[src/design/scancode_to_keys_decoder_macros.svh]
// assertion macros shared by the scan code decoder modules
`ifndef SCANCODE_TO_KEYS_DECODER_MACROS_SVH
`define SCANCODE_TO_KEYS_DECODER_MACROS_SVH

// same-cycle implication, disabled while reset is low
`define SCD_ASSERT_IMPL(lbl, clk, rst_n, ante, cons) \
    lbl: assert property (@(posedge clk) disable iff (!rst_n) (ante) |-> (cons)) \
        else $error("scd assertion failed");

// next-cycle implication, disabled while reset is low
`define SCD_ASSERT_NEXT(lbl, clk, rst_n, ante, cons) \
    lbl: assert property (@(posedge clk) disable iff (!rst_n) (ante) |=> (cons)) \
        else $error("scd assertion failed");

`endif

[src/design/scd_pkg.sv]
// package with shared types, codes and keymap functions of the scan code decoder
package scd_pkg;

    localparam int QDEPTH = 2;
    localparam int QPTR_W = (QDEPTH > 1) ? $clog2(QDEPTH) : 1;
    localparam int QCNT_W = $clog2(QDEPTH + 1);
    localparam int MAX_CHARS = 4;
    localparam int CIDX_W = $clog2(MAX_CHARS);

    // scan codes
    localparam logic [7:0] SC_PREFIX = 8'hE0;
    localparam logic [6:0] SC_LSHIFT = 7'h2A;
    localparam logic [6:0] SC_RSHIFT = 7'h36;
    localparam logic [6:0] SC_CTRL   = 7'h1D;
    localparam logic [6:0] SC_ALT    = 7'h38;
    localparam logic [6:0] SC_LMETA  = 7'h5B;
    localparam logic [6:0] SC_RMETA  = 7'h5C;
    localparam logic [6:0] SC_ESC    = 7'h01;
    localparam logic [6:0] SC_F4     = 7'h3E;
    localparam logic [6:0] SC_UP     = 7'h48;
    localparam logic [6:0] SC_DOWN   = 7'h50;
    localparam logic [6:0] SC_RIGHT  = 7'h4D;
    localparam logic [6:0] SC_LEFT   = 7'h4B;
    localparam logic [6:0] SC_HOME   = 7'h47;
    localparam logic [6:0] SC_END    = 7'h4F;
    localparam logic [6:0] SC_DEL    = 7'h53;

    // extended key codes
    localparam logic [8:0] KEY_UP    = 9'd256;
    localparam logic [8:0] KEY_DOWN  = 9'd257;
    localparam logic [8:0] KEY_RIGHT = 9'd258;
    localparam logic [8:0] KEY_LEFT  = 9'd259;
    localparam logic [8:0] KEY_HOME  = 9'd260;
    localparam logic [8:0] KEY_END   = 9'd261;
    localparam logic [8:0] KEY_DEL   = 9'd262;

    // character codes
    localparam logic [7:0] CH_ESC        = 8'h1B;
    localparam logic [7:0] CH_LBRACKET   = 8'h5B;
    localparam logic [7:0] CH_RBRACKET   = 8'h5D;
    localparam logic [7:0] CH_BACKSLASH  = 8'h5C;
    localparam logic [7:0] CH_TILDE      = 8'h7E;
    localparam logic [7:0] CH_TAB        = 8'h09;
    localparam logic [7:0] CH_SPACE      = 8'h20;
    localparam logic [7:0] CH_A_LOWER    = 8'h61;
    localparam logic [7:0] CH_Z_LOWER    = 8'h7A;
    localparam logic [7:0] CH_CTRL_BIAS  = 8'h60;
    localparam logic [7:0] CH_CASE_BIAS  = 8'h20;
    localparam logic [7:0] CH_CTRL_SPACE = 8'h1F;
    localparam logic [7:0] CH_CTRL_LBR   = 8'h1B;
    localparam logic [7:0] CH_CTRL_BSL   = 8'h1C;
    localparam logic [7:0] CH_CTRL_RBR   = 8'h1D;
    localparam logic [7:0] CH_ALT_TAB    = 8'h1E;
    localparam logic [7:0] CH_ALT_STAB   = 8'h81;
    localparam logic [7:0] CH_ALT_F4     = 8'h80;
    localparam logic [7:0] CH_META_LEFT  = 8'h82;
    localparam logic [7:0] CH_META_RIGHT = 8'h83;
    localparam logic [7:0] CH_META_UP    = 8'h84;
    localparam logic [7:0] CH_META_DOWN  = 8'h85;
    localparam logic [7:0] CH_CAE        = 8'h86;
    localparam logic [7:0] CH_META_TAP   = 8'h87;
    localparam logic [7:0] CH_FIN_UP     = 8'h41;
    localparam logic [7:0] CH_FIN_DOWN   = 8'h42;
    localparam logic [7:0] CH_FIN_RIGHT  = 8'h43;
    localparam logic [7:0] CH_FIN_LEFT   = 8'h44;
    localparam logic [7:0] CH_FIN_HOME   = 8'h48;
    localparam logic [7:0] CH_FIN_END    = 8'h46;
    localparam logic [7:0] CH_FIN_DEL    = 8'h33;

    // one decoded run: optional key event, then up to four characters
    typedef struct packed {
        logic                       ev_valid;
        logic [8:0]                 ev_key;
        logic                       ev_pressed;
        logic [2:0]                 n_chars;
        logic [MAX_CHARS-1:0][7:0]  chars;
    } t_cmd;

    // unshifted us keymap
    function automatic logic [7:0] plain_code(input logic [6:0] code);
        logic [7:0] c;
        unique case (code)
            7'd1:  c = 8'h1B;  7'd2:  c = 8'h31;  7'd3:  c = 8'h32;  7'd4:  c = 8'h33;
            7'd5:  c = 8'h34;  7'd6:  c = 8'h35;  7'd7:  c = 8'h36;  7'd8:  c = 8'h37;
            7'd9:  c = 8'h38;  7'd10: c = 8'h39;  7'd11: c = 8'h30;  7'd12: c = 8'h2D;
            7'd13: c = 8'h3D;  7'd14: c = 8'h08;  7'd15: c = 8'h09;  7'd16: c = 8'h71;
            7'd17: c = 8'h77;  7'd18: c = 8'h65;  7'd19: c = 8'h72;  7'd20: c = 8'h74;
            7'd21: c = 8'h79;  7'd22: c = 8'h75;  7'd23: c = 8'h69;  7'd24: c = 8'h6F;
            7'd25: c = 8'h70;  7'd26: c = 8'h5B;  7'd27: c = 8'h5D;  7'd28: c = 8'h0A;
            7'd30: c = 8'h61;  7'd31: c = 8'h73;  7'd32: c = 8'h64;  7'd33: c = 8'h66;
            7'd34: c = 8'h67;  7'd35: c = 8'h68;  7'd36: c = 8'h6A;  7'd37: c = 8'h6B;
            7'd38: c = 8'h6C;  7'd39: c = 8'h3B;  7'd40: c = 8'h27;  7'd41: c = 8'h60;
            7'd43: c = 8'h5C;  7'd44: c = 8'h7A;  7'd45: c = 8'h78;  7'd46: c = 8'h63;
            7'd47: c = 8'h76;  7'd48: c = 8'h62;  7'd49: c = 8'h6E;  7'd50: c = 8'h6D;
            7'd51: c = 8'h2C;  7'd52: c = 8'h2E;  7'd53: c = 8'h2F;  7'd55: c = 8'h2A;
            7'd57: c = 8'h20;  7'd71: c = 8'h37;  7'd72: c = 8'h38;  7'd73: c = 8'h39;
            7'd74: c = 8'h2D;  7'd75: c = 8'h34;  7'd76: c = 8'h35;  7'd77: c = 8'h36;
            7'd78: c = 8'h2B;  7'd79: c = 8'h31;  7'd80: c = 8'h32;  7'd81: c = 8'h33;
            7'd82: c = 8'h30;  7'd83: c = 8'h2E;
            default: c = 8'h00;
        endcase
        return c;
    endfunction

    // shifted us keymap: letters upper case, symbol row and punctuation remapped
    function automatic logic [7:0] shift_code(input logic [6:0] code);
        logic [7:0] base;
        logic [7:0] c;
        base = plain_code(code);
        unique case (code)
            7'd2:  c = 8'h21;  7'd3:  c = 8'h40;  7'd4:  c = 8'h23;  7'd5:  c = 8'h24;
            7'd6:  c = 8'h25;  7'd7:  c = 8'h5E;  7'd8:  c = 8'h26;  7'd9:  c = 8'h2A;
            7'd10: c = 8'h28;  7'd11: c = 8'h29;  7'd12: c = 8'h5F;  7'd13: c = 8'h2B;
            7'd26: c = 8'h7B;  7'd27: c = 8'h7D;  7'd39: c = 8'h3A;  7'd40: c = 8'h22;
            7'd41: c = 8'h7E;  7'd43: c = 8'h7C;  7'd51: c = 8'h3C;  7'd52: c = 8'h3E;
            7'd53: c = 8'h3F;
            default: begin
                if (base >= CH_A_LOWER && base <= CH_Z_LOWER) c = base - CH_CASE_BIAS;
                else c = base;
            end
        endcase
        return c;
    endfunction

endpackage

[src/design/scancode_to_keys_decoder.sv]
// top level of the scan code set 1 to key event and character decoder
// Scan code set 1 decoder. Each accepted input word is one raw scan byte (bit 7 marks a
// release, 0xE0 is the extended prefix). The front end tracks the prefix and the shift,
// ctrl, alt and meta keys and turns every byte into a run command; a two-entry queue
// holds commands while the back end plays them out. The back end sends one result word
// per cycle while the output is ready: an optional key event first (tuser high, tdata
// holds the key code, the unshifted table code or 256..262 for up, down, right, left,
// home, end, delete, and the press flag), then zero to four character words (tuser low);
// tlast marks the final word of a byte. Bytes that give no result (prefix, modifiers,
// swallowed keys) never reach the output. A byte with k results keeps the back end busy
// until its k words have left; the next command is taken from the queue as the last word
// leaves. The first result of a byte passes through the queue and the back end's command
// register before it is on the output, and leaves as soon as the output is ready. Input
// is taken while the queue has room, even when the output is stalled.
module scancode_to_keys_decoder (
    input  logic        i_clk,
    input  logic        i_rst_n,
    input  logic        i_s_axis_tvalid,
    output logic        o_s_axis_tready,
    input  logic [7:0]  i_s_axis_tdata,   // [7:0] scan_byte
    output logic        o_m_axis_tvalid,
    input  logic        i_m_axis_tready,
    output logic [15:0] o_m_axis_tdata,   // [8:0] value, [9] pressed, [15:10] zero
    output logic        o_m_axis_tuser,   // [0] kind: 1 key event, 0 character
    output logic        o_m_axis_tlast    // last word caused by this scan byte
);
    import scd_pkg::*;

    // front to queue
    t_cmd front_cmd;
    logic front_push;
    logic q_full;

    // queue to back
    t_cmd q_cmd;
    logic q_valid;
    logic q_pop;

    // result word fields
    logic [8:0] out_value;
    logic       out_pressed;

    scd_front u_front (
        .i_clk    (i_clk),
        .i_rst_n  (i_rst_n),
        .i_valid  (i_s_axis_tvalid),
        .i_byte   (i_s_axis_tdata),
        .o_ready  (o_s_axis_tready),
        .i_q_full (q_full),
        .o_push   (front_push),
        .o_cmd    (front_cmd)
    );

    scd_queue u_queue (
        .i_clk   (i_clk),
        .i_rst_n (i_rst_n),
        .i_push  (front_push),
        .i_data  (front_cmd),
        .o_full  (q_full),
        .o_valid (q_valid),
        .i_pop   (q_pop),
        .o_data  (q_cmd)
    );

    scd_back u_back (
        .i_clk     (i_clk),
        .i_rst_n   (i_rst_n),
        .i_q_valid (q_valid),
        .i_q_data  (q_cmd),
        .o_q_pop   (q_pop),
        .o_valid   (o_m_axis_tvalid),
        .i_ready   (i_m_axis_tready),
        .o_kind    (o_m_axis_tuser),
        .o_value   (out_value),
        .o_pressed (out_pressed),
        .o_last    (o_m_axis_tlast)
    );

    // pack value and press flag, pad to two bytes
    assign o_m_axis_tdata = {6'b000000, out_pressed, out_value};

endmodule

[src/design/scd_front.sv]
// front end: accepts scan bytes, tracks modifiers and turns each byte into a run command
module scd_front (
    input  logic              i_clk,
    input  logic              i_rst_n,
    input  logic              i_valid,
    input  logic [7:0]        i_byte,
    output logic              o_ready,
    input  logic              i_q_full,
    output logic              o_push,
    output scd_pkg::t_cmd     o_cmd
);
    import scd_pkg::*;

    logic r_shift, r_ctrl, r_alt, r_meta, r_chord, r_prefix;
    logic n_shift, n_ctrl, n_alt, n_meta, n_chord, n_prefix;
    t_cmd cmd;
    logic [6:0] code;
    logic rel, ext, fire, nav_hit, tap;
    logic [8:0] nav_key;
    logic [7:0] nav_fin, base, chr;

    assign code    = i_byte[6:0];
    assign rel     = i_byte[7];
    assign ext     = r_prefix;
    assign o_ready = !i_q_full;
    assign fire    = i_valid && o_ready;
    assign base    = plain_code(code);
    assign chr     = r_shift ? shift_code(code) : base;
    assign tap     = r_meta && !r_chord;

    always_comb begin
        nav_hit = 1'b1;
        nav_key = KEY_UP;
        nav_fin = CH_FIN_UP;
        unique case (code)
            SC_UP:    begin nav_key = KEY_UP;    nav_fin = CH_FIN_UP;    end
            SC_DOWN:  begin nav_key = KEY_DOWN;  nav_fin = CH_FIN_DOWN;  end
            SC_RIGHT: begin nav_key = KEY_RIGHT; nav_fin = CH_FIN_RIGHT; end
            SC_LEFT:  begin nav_key = KEY_LEFT;  nav_fin = CH_FIN_LEFT;  end
            SC_HOME:  begin nav_key = KEY_HOME;  nav_fin = CH_FIN_HOME;  end
            SC_END:   begin nav_key = KEY_END;   nav_fin = CH_FIN_END;   end
            SC_DEL:   begin nav_key = KEY_DEL;   nav_fin = CH_FIN_DEL;   end
            default:  nav_hit = 1'b0;
        endcase
    end

    always_comb begin
        cmd      = '0;
        n_shift  = r_shift;
        n_ctrl   = r_ctrl;
        n_alt    = r_alt;
        n_meta   = r_meta;
        n_chord  = r_chord;
        n_prefix = 1'b0;
        if (i_byte == SC_PREFIX) begin
            n_prefix = 1'b1;
        end else if (code == SC_LSHIFT || code == SC_RSHIFT) begin
            n_shift = !rel;
        end else if (code == SC_CTRL) begin
            n_ctrl = !rel;
        end else if (code == SC_ALT) begin
            n_alt = !rel;
        end else if (ext && (code == SC_LMETA || code == SC_RMETA)) begin
            n_meta  = !rel;
            n_chord = 1'b0;
            if (rel && tap) begin
                cmd.n_chars  = 3'd1;
                cmd.chars[0] = CH_META_TAP;
            end
        end else if (!ext && r_ctrl && r_alt && code == SC_ESC) begin
            if (!rel) begin
                cmd.n_chars  = 3'd1;
                cmd.chars[0] = CH_CAE;
            end
        end else if (!ext && r_alt && code == SC_F4) begin
            if (!rel) begin
                cmd.n_chars  = 3'd1;
                cmd.chars[0] = CH_ALT_F4;
            end
        end else if (ext && r_meta) begin
            if (!rel) begin
                n_chord = 1'b1;
                cmd.n_chars = 3'd1;
                unique case (code)
                    SC_LEFT:  cmd.chars[0] = CH_META_LEFT;
                    SC_RIGHT: cmd.chars[0] = CH_META_RIGHT;
                    SC_UP:    cmd.chars[0] = CH_META_UP;
                    SC_DOWN:  cmd.chars[0] = CH_META_DOWN;
                    default:  cmd.n_chars  = 3'd0;
                endcase
            end
        end else if (r_meta) begin
            if (!rel) n_chord = 1'b1;
        end else if (ext) begin
            if (nav_hit) begin
                cmd.ev_valid   = 1'b1;
                cmd.ev_key     = nav_key;
                cmd.ev_pressed = !rel;
                if (!rel) begin
                    cmd.chars[0] = CH_ESC;
                    cmd.chars[1] = CH_LBRACKET;
                    cmd.chars[2] = nav_fin;
                    cmd.chars[3] = CH_TILDE;
                    cmd.n_chars  = (code == SC_DEL) ? 3'd4 : 3'd3;
                end
            end
        end else begin
            // plain key: event on nonzero table code, then at most one character
            cmd.ev_valid   = (base != 8'h00);
            cmd.ev_key     = {1'b0, base};
            cmd.ev_pressed = !rel;
            if (!rel && chr != 8'h00) begin
                cmd.n_chars = 3'd1;
                if (r_alt) begin
                    cmd.chars[0] = r_shift ? CH_ALT_STAB : CH_ALT_TAB;
                    if (base != CH_TAB) cmd.n_chars = 3'd0;
                end else if (r_ctrl) begin
                    priority if (base == CH_SPACE) cmd.chars[0] = CH_CTRL_SPACE;
                    else if (base >= CH_A_LOWER && base <= CH_Z_LOWER)
                        cmd.chars[0] = base - CH_CTRL_BIAS;
                    else if (base == CH_LBRACKET)  cmd.chars[0] = CH_CTRL_LBR;
                    else if (base == CH_BACKSLASH) cmd.chars[0] = CH_CTRL_BSL;
                    else if (base == CH_RBRACKET)  cmd.chars[0] = CH_CTRL_RBR;
                    else cmd.n_chars = 3'd0;
                end else begin
                    cmd.chars[0] = chr;
                end
            end
        end
    end

    assign o_cmd  = cmd;
    assign o_push = fire && (cmd.ev_valid || cmd.n_chars != 3'd0);

    always_ff @(posedge i_clk) begin
        if (!i_rst_n) begin
            r_shift  <= 1'b0;
            r_ctrl   <= 1'b0;
            r_alt    <= 1'b0;
            r_meta   <= 1'b0;
            r_chord  <= 1'b0;
            r_prefix <= 1'b0;
        end else if (fire) begin
            r_shift  <= n_shift;
            r_ctrl   <= n_ctrl;
            r_alt    <= n_alt;
            r_meta   <= n_meta;
            r_chord  <= n_chord;
            r_prefix <= n_prefix;
        end
    end

endmodule

[src/design/scd_queue.sv]
// short command queue between front end and back end
`include "scancode_to_keys_decoder_macros.svh"
module scd_queue (
    input  logic              i_clk,
    input  logic              i_rst_n,
    input  logic              i_push,
    input  scd_pkg::t_cmd     i_data,
    output logic              o_full,
    output logic              o_valid,
    input  logic              i_pop,
    output scd_pkg::t_cmd     o_data
);
    import scd_pkg::*;

    t_cmd r_mem [QDEPTH];
    logic [QPTR_W-1:0] r_wr, r_rd;
    logic [QCNT_W-1:0] r_count;

    assign o_full  = (r_count == QCNT_W'(QDEPTH));
    assign o_valid = (r_count != '0);
    assign o_data  = r_mem[r_rd];

    function automatic logic [QPTR_W-1:0] ptr_inc(input logic [QPTR_W-1:0] p);
        return (p == QPTR_W'(QDEPTH - 1)) ? '0 : p + QPTR_W'(1);
    endfunction

    always_ff @(posedge i_clk) begin
        if (i_push) r_mem[r_wr] <= i_data;
    end

    always_ff @(posedge i_clk) begin
        if (!i_rst_n) begin
            r_wr    <= '0;
            r_rd    <= '0;
            r_count <= '0;
        end else begin
            if (i_push) r_wr <= ptr_inc(r_wr);
            if (i_pop)  r_rd <= ptr_inc(r_rd);
            if (i_push && !i_pop)      r_count <= r_count + QCNT_W'(1);
            else if (!i_push && i_pop) r_count <= r_count - QCNT_W'(1);
        end
    end

    `SCD_ASSERT_IMPL(a_count_bound, i_clk, i_rst_n, 1'b1, r_count <= QCNT_W'(QDEPTH))
    `SCD_ASSERT_IMPL(a_no_pop_empty, i_clk, i_rst_n, i_pop, r_count != '0)
    `SCD_ASSERT_NEXT(a_push_grows, i_clk, i_rst_n, i_push && !i_pop,
                     r_count == $past(r_count) + QCNT_W'(1))

endmodule

[src/design/scd_back.sv]
// back end: expands each run command into result words, one per cycle while the output is ready
`include "scancode_to_keys_decoder_macros.svh"
module scd_back (
    input  logic              i_clk,
    input  logic              i_rst_n,
    input  logic              i_q_valid,
    input  scd_pkg::t_cmd     i_q_data,
    output logic              o_q_pop,
    output logic              o_valid,
    input  logic              i_ready,
    output logic              o_kind,
    output logic [8:0]        o_value,
    output logic              o_pressed,
    output logic              o_last
);
    import scd_pkg::*;

    t_cmd r_cmd;
    logic r_busy;
    logic [2:0] r_idx;
    logic [2:0] total, cidx;
    logic is_event, fire, done;

    assign total    = {2'b00, r_cmd.ev_valid} + r_cmd.n_chars;
    assign is_event = r_cmd.ev_valid && (r_idx == 3'd0);
    assign cidx     = r_idx - {2'b00, r_cmd.ev_valid};

    assign o_valid   = r_busy;
    assign o_kind    = is_event;
    assign o_value   = is_event ? r_cmd.ev_key : {1'b0, r_cmd.chars[cidx[CIDX_W-1:0]]};
    assign o_pressed = is_event && r_cmd.ev_pressed;
    assign o_last    = (r_idx == total - 3'd1);

    assign fire    = r_busy && i_ready;
    assign done    = fire && o_last;
    assign o_q_pop = i_q_valid && (!r_busy || done);

    always_ff @(posedge i_clk) begin
        if (o_q_pop) r_cmd <= i_q_data;
    end

    always_ff @(posedge i_clk) begin
        if (!i_rst_n) begin
            r_busy <= 1'b0;
            r_idx  <= 3'd0;
        end else if (o_q_pop) begin
            r_busy <= 1'b1;
            r_idx  <= 3'd0;
        end else if (done) begin
            r_busy <= 1'b0;
        end else if (fire) begin
            r_idx <= r_idx + 3'd1;
        end
    end

    `SCD_ASSERT_IMPL(a_idx_in_run, i_clk, i_rst_n, r_busy, r_idx < total)
    `SCD_ASSERT_NEXT(a_stall_keeps, i_clk, i_rst_n, r_busy && !i_ready, r_busy)
    `SCD_ASSERT_NEXT(a_stall_holds_word, i_clk, i_rst_n, r_busy && !i_ready,
                     o_value == $past(o_value) && o_kind == $past(o_kind) && o_last == $past(o_last))

endmodule
[config.mk]
export PLATFORM = sky130hd
export DESIGN_NAME = scancode_to_keys_decoder
export DESIGN_NICKNAME = d
export VERILOG_FILES = /design/src/design/scd_pkg.sv /design/src/design/scancode_to_keys_decoder.sv /design/src/design/scd_front.sv /design/src/design/scd_queue.sv /design/src/design/scd_back.sv
export VERILOG_INCLUDE_DIRS = /design/src /design/src/design
export SDC_FILE = /design/constraint.sdc
export NUM_CORES = 1
export LEC_CHECK = 0
export BUFFER_PORTS_ARGS = -buffer_cell sky130_fd_sc_hd__buf_4
export CORE_UTILIZATION = 30
export CTS_CLUSTER_SIZE = 14
export DETAILED_ROUTE_END_ITERATION = 12
export PLACE_DENSITY = 0.43
export SLEW_MARGIN = 20
export SYNTH_ARGS = -nofsm -noshare
export SYNTH_HDL_FRONTEND = slang
export SYNTH_SLANG_ARGS = --single-unit
[constraint.sdc]
create_clock -name i_clk -period 10.9 [get_ports i_clk]
set_input_delay 2.18 -clock i_clk [delete_from_list [all_inputs] [get_ports i_clk]]
set_output_delay 2.18 -clock i_clk [all_outputs]
set_load 0.02 [all_outputs]
==> impl_metrics.env, run 1 <==
export IMPL_rsz0062_at_grt="false"
export IMPL_synth_area_mm2=0.006734
export IMPL_path_max_fanout=55
export IMPL_clock_latency_ns=0.34
export IMPL_yosysSeqAreaShare=0.4162
export IMPL_cts_sinks=98
export IMPL_syn_inst=676
export IMPL_relSlewSlack=0.4553
export IMPL_initial_core_util=0.3076
export IMPL_yosysUniqueCellTypes=98
export IMPL_die_area_mm2=0.02305
export IMPL_cts_reportedPaths_clkPinSlew_ns=0.07
export IMPL_wire_per_inst_um=20.05
export IMPL_num_io_pins=32
export IMPL_hold_viol=0
export IMPL_hold_path_depth=2
export IMPL_grt_overflow=0
export IMPL_antenna_left=0
export IMPL_skew_ns=0.009268
export IMPL_place_gp_congestion=0.9149
export IMPL_ir_worst_vdd_mv=0.08028
export IMPL_firstDrtPassIters=5
export IMPL_drv_cap=0
export IMPL_cpMostUsedCell="ha_1"
export IMPL_rrSetupSlack_ns=7.64
export IMPL_crit_slowest_cell="a2111oi_4"
export IMPL_ctsHoldBuffers=0
export IMPL_max_stage_delay_ns=0.48
export IMPL_drt_total_wl_mm=19.19
export IMPL_powerDensity_mw_per_mm2=181.5
export IMPL_grt_max_degree=56
export IMPL_fp_dieW_um=151.8
export IMPL_regArea_mm2=0.002803
export IMPL_p_total_w=0.001332
export IMPL_ys_flop_type="edfxtp_1"
export IMPL_synth_top_area_frac=0.3746
export IMPL_placed_cells=941
export IMPL_hpwl_mm=14.18
export IMPL_core_area_mm2=0.02189
export IMPL_ff2ff_path_depth=12
export IMPL_yosys_register_bits=98
export IMPL_cts_setup_buffers=0
export IMPL_drtIter0Drc=460
export IMPL_htree_levels=3
export IMPL_layout_drive_gt1_share=0.1743
export IMPL_critical_path_class="input port to flip-flop"
export IMPL_clockRootBuffer="clkbuf_16"
export IMPL_clockBufferDepth=2
export IMPL_layout_common_cells="84 x edfxtp_1, 64 x nand2_1, 62 x nor2_1, 39 x a21oi_1, 32 x mux2_2"
export IMPL_stdcell_count=957
export IMPL_clock_fmax_ghz=0.1459
export IMPL_grt_usage=0.1677
export IMPL_drc=0
export IMPL_arrival_ns=7.12
export IMPL_worstMarginPinSlew_ns=0.8064
export IMPL_syn_avg_cell_area_um2=9.961
export IMPL_syn_to_final_growth_pct=8.974
export IMPL_nets=705
export IMPL_via_per_inst=5.427
export IMPL_grt_pass1_vias=5165
export IMPL_num_rows=54
export IMPL_grt_pass1_wl_mm=30.14
export IMPL_antenna_cells=0
export IMPL_yosys_area_top_type="edfxtp_1"
export IMPL_cts_tree="yes"
export IMPL_setup_violations=0
export IMPL_min_period_ns=6.855
export IMPL_cts_resized=0
export IMPL_num_fill_cells=2264
export IMPL_hold_path_class="flip-flop to flip-flop"
export IMPL_cp_cell_sequence="buf_4, clkinv_1, ha_1, inv_1, a2bb2oi_1, nor2_1, a2111oi_4, and2_1, o21ai_2, nor2_2, ha_1, o21ai_0, o32ai_1, o21a_1, a41oi_4, a21oi_4, nor2_4, ha_1, or3_1, a21oi_1"
export IMPL_synth_area_top_cells="edfxtp_1 37%, mux2_2 5.4%, dfxtp_1 4.2%, ha_1 3.9%, nand2_1 3.6%"
export IMPL_setup_tns_final_ns=0
export IMPL_die_h_um=151.8
export IMPL_vias=5194
export IMPL_multi_input_area_mm2=0.003548
export IMPL_status="completed"
export IMPL_crit_path_start_kind="input port"
export IMPL_synth_edf_count=84
export IMPL_report_final_slew_viol_count=0
export IMPL_cts_made_buffers=9
export IMPL_io_buffer_count=25
export IMPL_worstSetupEndpointType="flip-flop"
export IMPL_p_leak_nw=2.637
export IMPL_mostFrequentLayoutCell="edfxtp_1"
export IMPL_antenna_found_initial=0
export IMPL_final_period_utilization=0.6289
export IMPL_cp_required_ns=11.17
export IMPL_async_flop_share=0
export IMPL_ys_warnings_count=0
==> layout make-up <==
| class | count | share of cell area |
|---|---|---|
| Multi-Input combinational cell | 504 | 0.4835 |
| Sequential cell | 98 | 0.3819 |
| Tap cell | 280 | 0.04774 |
| Clock buffer | 9 | 0.03069 |
| Timing Repair Buffer | 30 | 0.03069 |
| Inverter | 29 | 0.01483 |
| Clock inverter | 7 | 0.01057 |
==> final timing paths <==
path	from	endpoint
worst min register to register	u_front.r_chord	u_front.r_chord
worst max-delay path	i_s_axis_tdata[2]	u_queue.r_count[1]
worst min-delay path	u_front.r_chord	u_front.r_chord
worst max register to register	u_front.r_alt	u_queue.r_count[1]
==> worst max-delay path: cells and delay by family <==
| kind | cells | cell delay, ns |
|---|---|---|
| buffers and inverters | 3 | 0.95 |
| AND/OR/NAND/NOR | 5 | 1.10 |
| AO/OA/AOI/OAI | 9 | 1.96 |
| adder cells (fa/ha/maj) | 3 | 0.92 |
==> routing by layer <==
layer  share of wire  vias up  track usage
met5               0        -            0
met4           0.035        0      0.07476
met3           0.035       35      0.02025
met2            0.49      157       0.2851
met1            0.44     2529       0.2129
li1                -     2473            -
==> registers in the layout, summed over array words and instances (netlist names) <==
signal / cells
u_back.o_valid: 1
u_front.r_shift: 1
u_queue.r_wr: 1
u_front.ext: 1
u_queue.r_mem: 56
u_front.r_alt: 1
u_back.r_cmd: 28
u_front.r_meta: 1
u_front.r_chord: 1
u_front.r_ctrl: 1
u_back.r_idx: 3
u_queue.r_rd: 1
u_queue.r_count: 2
==> cell families after synthesis <==
family,synth area share
simple gates,0.2016
compound gates,0.1875
flops,0.4162
buf+inv,0.06039
mux,0.07785
fa+ha+maj,0.03902
xor+xnor,0.01691
other cells,0.0005569
==> synth_stat cells, types with 11 or more instances <==
cell      count
dfxtp_1      14
a21oi_1      39
inv_1        26
ha_1         21
nor2b_1      11
mux2i_1      13
nor3_1       19
a31oi_1      12
buf_2        13
nand4_1      11
edfxtp_1     84
and2_1       12
nor2_1       62
nand3_1      11
nand2_1      64
nand2b_1     19
o21ai_0      17
buf_4        11
clkbuf_1     17
mux2_2       32
==> power breakdown <==
part	internal, W	switching (W)	leakage (nW)
Sequential	0.000526	0.0000287	0.911
Combinational	0.000178	0.000285	1.59
Clock	0.000179	0.000135	0.140
==> metrics by stage <==
stage	setup slack [ns]	hold slack (ns)	util	cell area [um2]
4_1_cts	4.095	0.5008	0.3352	7338
3_3_place_gp	3.832	0.4870	0.3214	7036
5_1_grt	3.771	0.5180	0.3352	7338
6_report	4.045	0.5007	0.3352	7338
3_5_place_dp	3.765	0.4903	0.3214	7036
2_1_floorplan	3.322	0.4518	-	6753
Power figures use the tool's default switching activity.
==> run 2: changes to the inputs <==
--- a/config.mk
+++ b/config.mk
@@ -6,6 +6,7 @@
 export SDC_FILE = /design/constraint.sdc
 export NUM_CORES = 1
 export LEC_CHECK = 0
+export ABC_AREA = 1
 export BUFFER_PORTS_ARGS = -buffer_cell sky130_fd_sc_hd__buf_4
 export CORE_UTILIZATION = 30
 export CTS_CLUSTER_SIZE = 14
==> constraint.sdc (replaced) <==
create_clock -name i_clk -period 7.1 [get_ports i_clk]
set_input_delay 1.42 -clock i_clk [delete_from_list [all_inputs] [get_ports i_clk]]
set_output_delay 1.42 -clock i_clk [all_outputs]
set_load 0.02 [all_outputs]
==> run 2 against run 1 <==
Compared with the run above: count of clock-buffer cells in the layout unchanged; via count is 6.8% higher; largest power group unchanged; routed wire length fell by 4.7%; clock power increased by 75%; first-iteration DRC count shrank 6.1%; critical endpoint unchanged; clock skew about the same; cell count is 19% higher.
==> impl_metrics.env, run 2 <==
export IMPL_p_leak_nw=3.189
export IMPL_cts_setup_buffers=0
export IMPL_critPathCapture="u_queue.r_count[1]"
export IMPL_cp_num_buf_inv=5
export IMPL_place_gp_congestion=0.9241
export IMPL_powerDensity_mw_per_mm2=315.5
export IMPL_syn_avg_cell_area_um2=7.644
export IMPL_clockBufferDepth=2
export IMPL_crit_path_start_kind="input port"
export IMPL_synth_top_cells_by_count="239 x nand2_1, 103 x nor2_1, 84 x edfxtp_1"
export IMPL_use_met1=0.2266
export IMPL_rsz0062_at_grt="false"
export IMPL_antenna_found_initial=0
export IMPL_relSlewSlack=0.3216
export IMPL_cp_required_ns=7.33
export IMPL_cts_sinks=98
export IMPL_nets=893
export IMPL_path_max_fanout=11
export IMPL_met2_usage=0.2826
export IMPL_min_period_ns=5.329
export IMPL_rrSetupSlack_ns=3.95
export IMPL_hpwl_mm=14.09
export IMPL_vias=5546
export IMPL_die_area_mm2=0.02225
export IMPL_die_h_um=149.2
export IMPL_hold_path_depth=2
export IMPL_synth_area_top_cells="edfxtp_1 39%, nand2_1 14%, nand3_1 6.2%, nor2_1 6.0%, inv_1 4.6%"
export IMPL_core_area_mm2=0.02115
export IMPL_syn_inst=850
export IMPL_crit_slowest_cell="ha_1"
export IMPL_wire_per_inst_um=16.05
export IMPL_fp_dieW_um=149.2
export IMPL_critPathTopFamily="simple AND/OR/NAND/NOR gates"
export IMPL_clock_fmax_ghz=0.1877
export IMPL_clockRootBuffer="clkbuf_16"
export IMPL_grtUsageMet3=0.02599
export IMPL_yosys_register_bits=98
export IMPL_crit_start="i_s_axis_tdata[1]"
export IMPL_yosysUniqueCellTypes=44
export IMPL_firstDrtPassIters=5
export IMPL_setup_slack_ns=1.771
export IMPL_status="completed"
export IMPL_setup_violations=0
export IMPL_worstSetupEndpointType="flip-flop"
export IMPL_cts_tree="yes"
export IMPL_cts_resized=0
export IMPL_cpMostUsedCell="nand2_1"
export IMPL_largest_reg_flops=56
export IMPL_num_io_pins=32
export IMPL_ff2ff_path_depth=9
export IMPL_drt_total_wl_mm=18.29
export IMPL_antenna_left=0
export IMPL_worstMarginPinSlew_ns=1.017
export IMPL_layout_common_cells="239 x nand2_1, 102 x nor2_1, 84 x edfxtp_1, 80 x nand3_1, 79 x inv_1"
export IMPL_hold_worst_slack_ns=0.4922
export IMPL_dp_slack_ns=1.464
export IMPL_yosysSeqAreaShare=0.4313
export IMPL_cts_reportedPaths_clkPinSlew_ns=0.07
export IMPL_cts_made_buffers=9
export IMPL_top_regs="u_queue.r_mem: 56 flops, u_back.r_cmd: 28 flops, u_back.r_idx: 3 flops"
export IMPL_num_rows=53
export IMPL_skew_ns=0.008945
export IMPL_mostFrequentLayoutCell="nand2_1"
export IMPL_report_final_slew_viol_count=0
export IMPL_synth_edf_count=84
export IMPL_largest_register="u_queue.r_mem"
export IMPL_rr_endpoint="u_back.r_cmd[39]"
export IMPL_synth_top_area_frac=0.3882
export IMPL_grt_pass1_vias=5284
export IMPL_yosysMostFrequentCell="nand2_1"
export IMPL_drv_cap=0
export IMPL_busiest_layer="met2"
export IMPL_grt_overflow=0
export IMPL_crit_cells=31
export IMPL_htree_levels=3
export IMPL_critical_path_class="input port to flip-flop"
export IMPL_arrival_ns=5.56
export IMPL_layout_drive_gt1_share=0.1145
export IMPL_via_per_inst=4.865
export IMPL_io_buffer_count=25
export IMPL_drtIter0Drc=432
export IMPL_drc=0
export IMPL_hold_path_class="flip-flop to flip-flop"
export IMPL_final_period_utilization=0.7505
export IMPL_syn_to_final_growth_pct=10.76
export IMPL_grt_usage=0.1729
export IMPL_clock_latency_ns=0.34
export IMPL_ir_worst_vdd_mv=0.1162
export IMPL_hold_viol=0
export IMPL_grt_max_degree=32
export IMPL_initial_core_util=0.3072
export IMPL_yosys_area_top_type="edfxtp_1"
export IMPL_ys_flop_type="edfxtp_1"
export IMPL_ctsHoldBuffers=0
export IMPL_max_stage_delay_ns=0.40
export IMPL_grt_pass1_wl_mm=29.33
export IMPL_r2r_start="u_back.r_cmd[45]"
export IMPL_async_flop_share=0
export IMPL_setup_tns_final_ns=0
export IMPL_ys_warnings_count=0
export IMPL_antenna_cells=0
export IMPL_synth_area_mm2=0.006497
-- run 2: per-layer routing --
| metal | up-vias | share of wire |
|---|---|---|
| met1 | 2562 | 0.46 |
| met3 | 31 | 0.042 |
| met2 | 129 | 0.46 |
| met4 | 0 | 0.033 |
| met5 | - | 0 |
| li1 | 2824 | - |
-- run 2: logic make-up after synthesis --
group,share of synthesized area
buf+inv,0.08608
other cells,0.0005771
fa+ha+maj,0.04044
simple gates,0.3397
flops,0.4314
xor+xnor,0.006741
compound gates,0.09513
-- run 2: worst min-delay path by stage --
stage | from | end | slack, ns
6_report | u_back.r_idx[2] | u_back.r_idx[2] | 0.49
5_1_grt | u_back.r_idx[2] | u_back.r_idx[2] | 0.52
4_1_cts | u_queue.r_count[1] | u_queue.r_count[1] | 0.49
3_5_place_dp | u_queue.r_count[1] | u_queue.r_count[1] | 0.48
3_3_place_gp | u_queue.r_count[1] | u_queue.r_count[1] | 0.48
2_1_floorplan | u_queue.r_count[1] | u_queue.r_count[1] | 0.45
-- run 2: stage by stage --
stage / utilization / area (um2) / cells / power, W
6_report: 0.3402 / 7197 / 1140 / 0.002271
3_5_place_dp: 0.3241 / 6857 / 1124 / 0.001751
2_1_floorplan: - / 6516 / 855 / 0.001472
5_1_grt: 0.3402 / 7197 / 1140 / 0.002434
4_1_cts: 0.3402 / 7197 / 1140 / 0.002302
3_3_place_gp: 0.3241 / 6857 / 1124 / 0.001756
-- run 2: layout make-up --
| type | instances | area, um2 |
|---|---|---|
| timing repair buffer | 29 | 217.7 |
| sequential | 98 | 2803 |
| fill | 2271 | 13960 |
| multi-input combinational | 634 | 3157 |
| inverter | 88 | 335.3 |
| clock inverter | 7 | 115.1 |
| clock buffer | 9 | 225.2 |
| tap | 275 | 344.1 |
-- run 2: power breakdown --
part	internal (W)	switching, W
clock network	0.000344	0.000205
registers	0.000843	0.0000438
logic	0.000271	0.000564
-- run 2: worst register-to-register path: stages (launching register included) --
cell      delay (ns)
edfxtp_1        0.37
inv_1           0.05
ha_1            0.17
ha_1            0.20
xnor2_1         0.13
or2_2           0.27
nand3_1         0.12
o21ai_0         0.14
o21ai_1         0.26
clkinv_1        0.87
